<file path="config.mk">
export PLATFORM = sky130hd
export DESIGN_NAME = rlcg_update
export DESIGN_NICKNAME = d
export VERILOG_FILES = /design/src/rtl/rate_limited_cost_grid_update_core_defines.svh /design/src/rtl/rlcg_pkg.sv /design/src/rtl/rlcg_update.sv
export SDC_FILE = /design/constraint.sdc
export NUM_CORES = 1
export LEC_CHECK = 0
export BUFFER_PORTS_ARGS = -buffer_cell sky130_fd_sc_hd__buf_2
export CORE_UTILIZATION = 60
export DETAILED_ROUTE_END_ITERATION = 10
export GPL_TIMING_DRIVEN = 0
export MAX_ROUTING_LAYER = met4
export PLACE_DENSITY_LB_ADDON = 0.25
export SYNTH_ARGS = -nofsm -noshare
export SYNTH_HDL_FRONTEND = slang
export SYNTH_SLANG_ARGS = --single-unit
</file>
<file path="constraint.sdc">
create_clock -name vclk -period 13.3
set_input_delay 2.66 -clock vclk [all_inputs]
set_output_delay 2.66 -clock vclk [all_outputs]
set_load 0.1 [all_outputs]
</file>
<file path="src/rtl/rate_limited_cost_grid_update_core_defines.svh">
// ----------------------------------------------------------------------------
// Assertion macros for the cost grid update core
// Shared helpers that wrap concurrent assertions on a clock and a reset.
// ----------------------------------------------------------------------------
`ifndef RATE_LIMITED_COST_GRID_UPDATE_CORE_DEFINES_SVH
`define RATE_LIMITED_COST_GRID_UPDATE_CORE_DEFINES_SVH

// same-cycle implication
`define RLCG_ASSERT_NOW(label, clk, rst, ante, cons) \
   label: assert property (@(posedge clk) disable iff (rst) (ante) |-> (cons)) \
      else $error("rlcg assertion failed");

// next-cycle implication
`define RLCG_ASSERT_NEXT(label, clk, rst, ante, cons) \
   label: assert property (@(posedge clk) disable iff (rst) (ante) |=> (cons)) \
      else $error("rlcg assertion failed");

`endif

</file>
<file path="src/rtl/rlcg_pkg.sv">
// ----------------------------------------------------------------------------
// rlcg_pkg
// Types, constants and helpers of the cost grid update core.
// ----------------------------------------------------------------------------
`default_nettype none

package rlcg_pkg;

   localparam int GRID_CELLS = 65536;
   localparam int GRID_AW    = $clog2(GRID_CELLS);
   localparam int COST_W     = 8;

   localparam logic [COST_W-1:0] NO_INFO        = 8'd255;
   localparam logic [COST_W-1:0] INC_STEP_RESET = 8'd32;
   localparam logic [COST_W-1:0] DEC_STEP_RESET = 8'd8;
   localparam logic signed [7:0] OBS_UNKNOWN    = -8'sd1;
   localparam logic signed [7:0] OBS_MAX        = 8'sd100;
   localparam logic [15:0]       FULL_SCALE     = 16'd254;
   localparam logic [15:0]       PERCENT        = 16'd100;
   // 254/100 as a rounded-up fixed-point factor; exact floor for 0..100
   localparam int                SCALE_SHIFT    = 10;
   localparam int                SCALE_RECIP    =
      (int'(FULL_SCALE) * (1 << SCALE_SHIFT) + int'(PERCENT) - 1) / int'(PERCENT);

   typedef enum logic [0:0] {
      KIND_OBSERVE = 1'b0,
      KIND_MERGE   = 1'b1
   } kind_type;

   typedef enum logic [0:0] {
      CSR_INC_STEP = 1'b0,
      CSR_DEC_STEP = 1'b1
   } csr_index_type;

   typedef struct packed {
      kind_type           kind;
      logic signed [7:0]  observation;
      logic [COST_W-1:0]  master_cost;
   } op_type;

   typedef struct packed {
      logic               wr_en;
      logic [COST_W-1:0]  cell_cost;
      logic [COST_W-1:0]  merged_cost;
      logic               master_written;
   } upd_type;

   // occupancy percent (0..100) to cost (0..254)
   function automatic logic [COST_W-1:0] scale_target(input logic [6:0] pct);
      logic [17:0] prod;
      begin
         prod = 18'(pct) * 18'(SCALE_RECIP);
         scale_target = prod[SCALE_SHIFT +: COST_W];
      end
   endfunction

endpackage

`default_nettype wire

</file>
<file path="src/rtl/rlcg_update.sv">
// ----------------------------------------------------------------------------
// rlcg_update
// Cell cost update for observe items and master merge for merge items.
// ----------------------------------------------------------------------------
`default_nettype none

module rlcg_update
   import rlcg_pkg::*;
(
   input  wire op_type              op,
   input  wire logic [COST_W-1:0]   cur_cost,
   input  wire logic [COST_W-1:0]   rise_limit,
   input  wire logic [COST_W-1:0]   fall_limit,
   output upd_type                  upd
);

   logic [6:0]        obs_sat;
   logic [COST_W-1:0] target;
   logic [COST_W-1:0] gap;
   logic [COST_W-1:0] obs_next;
   logic              take_layer;

   always_comb begin
      if (op.observation < 8'sd0) begin
         obs_sat = 7'd0;
      end else if (op.observation > OBS_MAX) begin
         obs_sat = OBS_MAX[6:0];
      end else begin
         obs_sat = op.observation[6:0];
      end
      target = scale_target(obs_sat);
      gap    = '0;

      if (op.observation == OBS_UNKNOWN) begin
         obs_next = (cur_cost != '0 && cur_cost != NO_INFO) ? cur_cost - 8'd1 : cur_cost;
      end else if (target > cur_cost) begin
         gap      = target - cur_cost;
         obs_next = (gap > rise_limit) ? cur_cost + rise_limit : target;
      end else if (target < cur_cost) begin
         gap      = cur_cost - target;
         obs_next = (gap > fall_limit) ? cur_cost - fall_limit : '0;
      end else begin
         obs_next = cur_cost;
      end

      take_layer = (cur_cost != NO_INFO) &&
                   (op.master_cost == NO_INFO || op.master_cost < cur_cost);

      case (op.kind)
         KIND_OBSERVE: begin
            upd.wr_en          = 1'b1;
            upd.cell_cost      = obs_next;
            upd.merged_cost    = '0;
            upd.master_written = 1'b0;
         end
         KIND_MERGE: begin
            upd.wr_en          = 1'b0;
            upd.cell_cost      = cur_cost;
            upd.merged_cost    = take_layer ? cur_cost : op.master_cost;
            upd.master_written = take_layer;
         end
         default: begin
            upd.wr_en          = 1'b0;
            upd.cell_cost      = cur_cost;
            upd.merged_cost    = op.master_cost;
            upd.master_written = 1'b0;
         end
      endcase
   end

endmodule

`default_nettype wire
</file>
==> results.toml <==
[pwr]
power_leakage_nw = 2.086
cellPowerDensity_mw_per_mm2 = 89.14
totalPowerFinal_mw = 0.3743
peakVddDrop_mv = 0.06926

[die]
die_h_um = 81.79
dieArea_mm2 = 0.006690
start_util_pct = 63.39
coreArea_mm2 = 0.006026
chipWidth_um = 81.79
placementRows = 28
io_pins = 59

[routing]
vias = 4304
drt-total-wl_mm = 11.19
drc = 0
ant_nets = 0
wire_per_inst_um = 17.22
drt_pass1_iterations = 5
via_per_inst = 6.622
drt_iter0_markers = 336

[cells_and_area]
final_nets = 710
n_clock_buffer = 0
antenna_cells = 0
syn2layout_area_growth_pct = 9.925
regArea_um2 = 0
filler_cell_count = 540
layout-drive-gt1-share_pct = 16.52
fin_util_pct = 69.68
seq_cells = 0

[worst_setup_path]
crit_start = "op[8]"
cpMostUsedCell = "ha_1"
start_kind = "input pin"
crit_type = "in2out"
crit_arrival_ns = 10.11
max_stage_delay_ns = 0.48
path_max_fanout = 10
critPathRequiredTime_ns = 10.64
crit_path_end_kind = "output port"
slowest_stage = "buf_2"

[placed_design]
gp_congestion = 0.9856
io_buffer_count = 57
dp_hpwl_mm = 9.372

[yosys]
synth_top_family_by_area = "adder cells"
synth.net_count = 651
yosysWarnings = 0
synth-simple-area-share_pct = 22.83
synth_most_common_cell = "ha_1"
synth.top_cells.by_count = "87 x ha_1, 48 x inv_1, 40 x a21oi_1, 38 x nor2_1"
synth_mux_area_share_pct = 3.046
synth_xor_area_share_pct = 6.354
synthAdderAreaFrac_pct = 31.12
synth.top_cell.area_share_pct = 28.50
syn_inst = 518
yosysSeqAreaShare_pct = 0
syn_area_mm2 = 0.003820
yosys-top-cells-area = "ha_1 28%, a21oi_1 5.2%, inv_1 4.7%"
synth_compound_area_share_pct = 29.68
syn_avg_cell_area_um2 = 7.374
yosysUniqueCellTypes = 79
synth_area_leader_cell = "ha_1"

[timing]
finalMaxSlewViolations = 0
finalHoldViolations = 0
fmax_ghz = 0.07828
rsz0062_at_grt = "false"
timing.final.crit_share_pct = 96.04
max_slew_margin_pct = 36.23
setup_viol = 0
period_needed_ns = 12.77
tightest_slew_ns = 0.9493
tns_ns = 0

[global_route]
grt_max_degree = 13
grt_pass1_wl_mm = 18.25
track_usage_pct = 35.37
first_global_vias = 3992
antenna_found_initial = 0
grt.overflow.total = 0

[job]
cap_violations = 0

[hold_path]
min_path_type = "in2out"
worstHoldStart = "op[1]"

[cts]
hold_buffers = 0
cts-resized-gates = 0
cts_setup_buffers = 0

[run_status]
status = "finished, final reports clean"
-- layer usage --
metal / track usage [%] / vias to the layer above / wire length, um / share of wire, %
met5: - / - / 0 / 0
met4: 8.947 / 0 / 316 / 2.8
met3: 3.222 / 36 / 817 / 7.3
met2: 61.90 / 205 / 5343 / 48
met1: 43.21 / 1995 / 4714 / 42
li1: - / 2068 / - / -
-- cell usage in the layout (no fill, tap or decap), types with 6 or more instances in the layout --
cell	Yosys	final
xor2_1	8	8
xnor2_1	16	16
clkbuf_1	11	11
nand4_1	9	9
nor2b_1	8	8
and3_1	7	7
nand2_1	26	26
o211ai_1	10	10
o21ai_0	26	26
o31ai_1	6	6
nor2_1	38	38
a21oi_1	40	40
inv_1	48	48
buf_2	3	60
ha_1	87	87
mux2i_1	6	6
nand2b_1	7	7
a21o_1	10	10
a31oi_1	8	8
nor3_1	14	14
nand3_1	23	23
-- stage by stage --
step                      hold slack [ns]  worst slack (ns)  cells  instance area [um^2]
final                               5.838            0.5261    650                  4199
after global routing                5.867            0.1316    650                  4199
after CTS                           5.837            0.6245    650                  4199
after detailed placement            5.836            0.6566    650                  4199
after global placement              5.831            0.7262    650                  4199
after floorplan                     5.787            0.1462    518                  3820
-- final cells by class --
type,instances,area [um^2],area share [%]
Buffer,17,78.83,1.877
Inverter,50,187.7,4.470
Multi-Input combinational cell,451,3553,84.62
Tap cell,75,93.84,2.235
Timing Repair Buffer,57,285.3,6.794
-- cells by family (layout without fill, tap and decap cells) --
group,Yosys count,count (layout)
AOI/OAI and AO/OA,158,158
buffers and inverters,67,124
adders and majority gates,92,92
and+or+nand+nor,164,164
xor gates and xnor gates,26,26
muxes,11,11
-- report_power, final --
group          switching [mW]  leakage, nW  internal, mW
registers                   0            0             0
clock network               0            0             0
logic                   0.246         2.09         0.128
-- path summary, 6_finish.rpt --
kind | slack, ns | depth (start not counted) | to
max | 0.53 | 30 | upd[13]
min | 5.84 | 4 | upd[2]
-- worst max-delay path, delay by kind of cell --
family          cells  cell delay (ns)
buf+inv             6             1.33
xor+xnor            2             0.57
simple gates        3             0.61
fa+ha+maj           7             2.08
compound gates     12             2.85
Power figures use the tool's default switching activity.
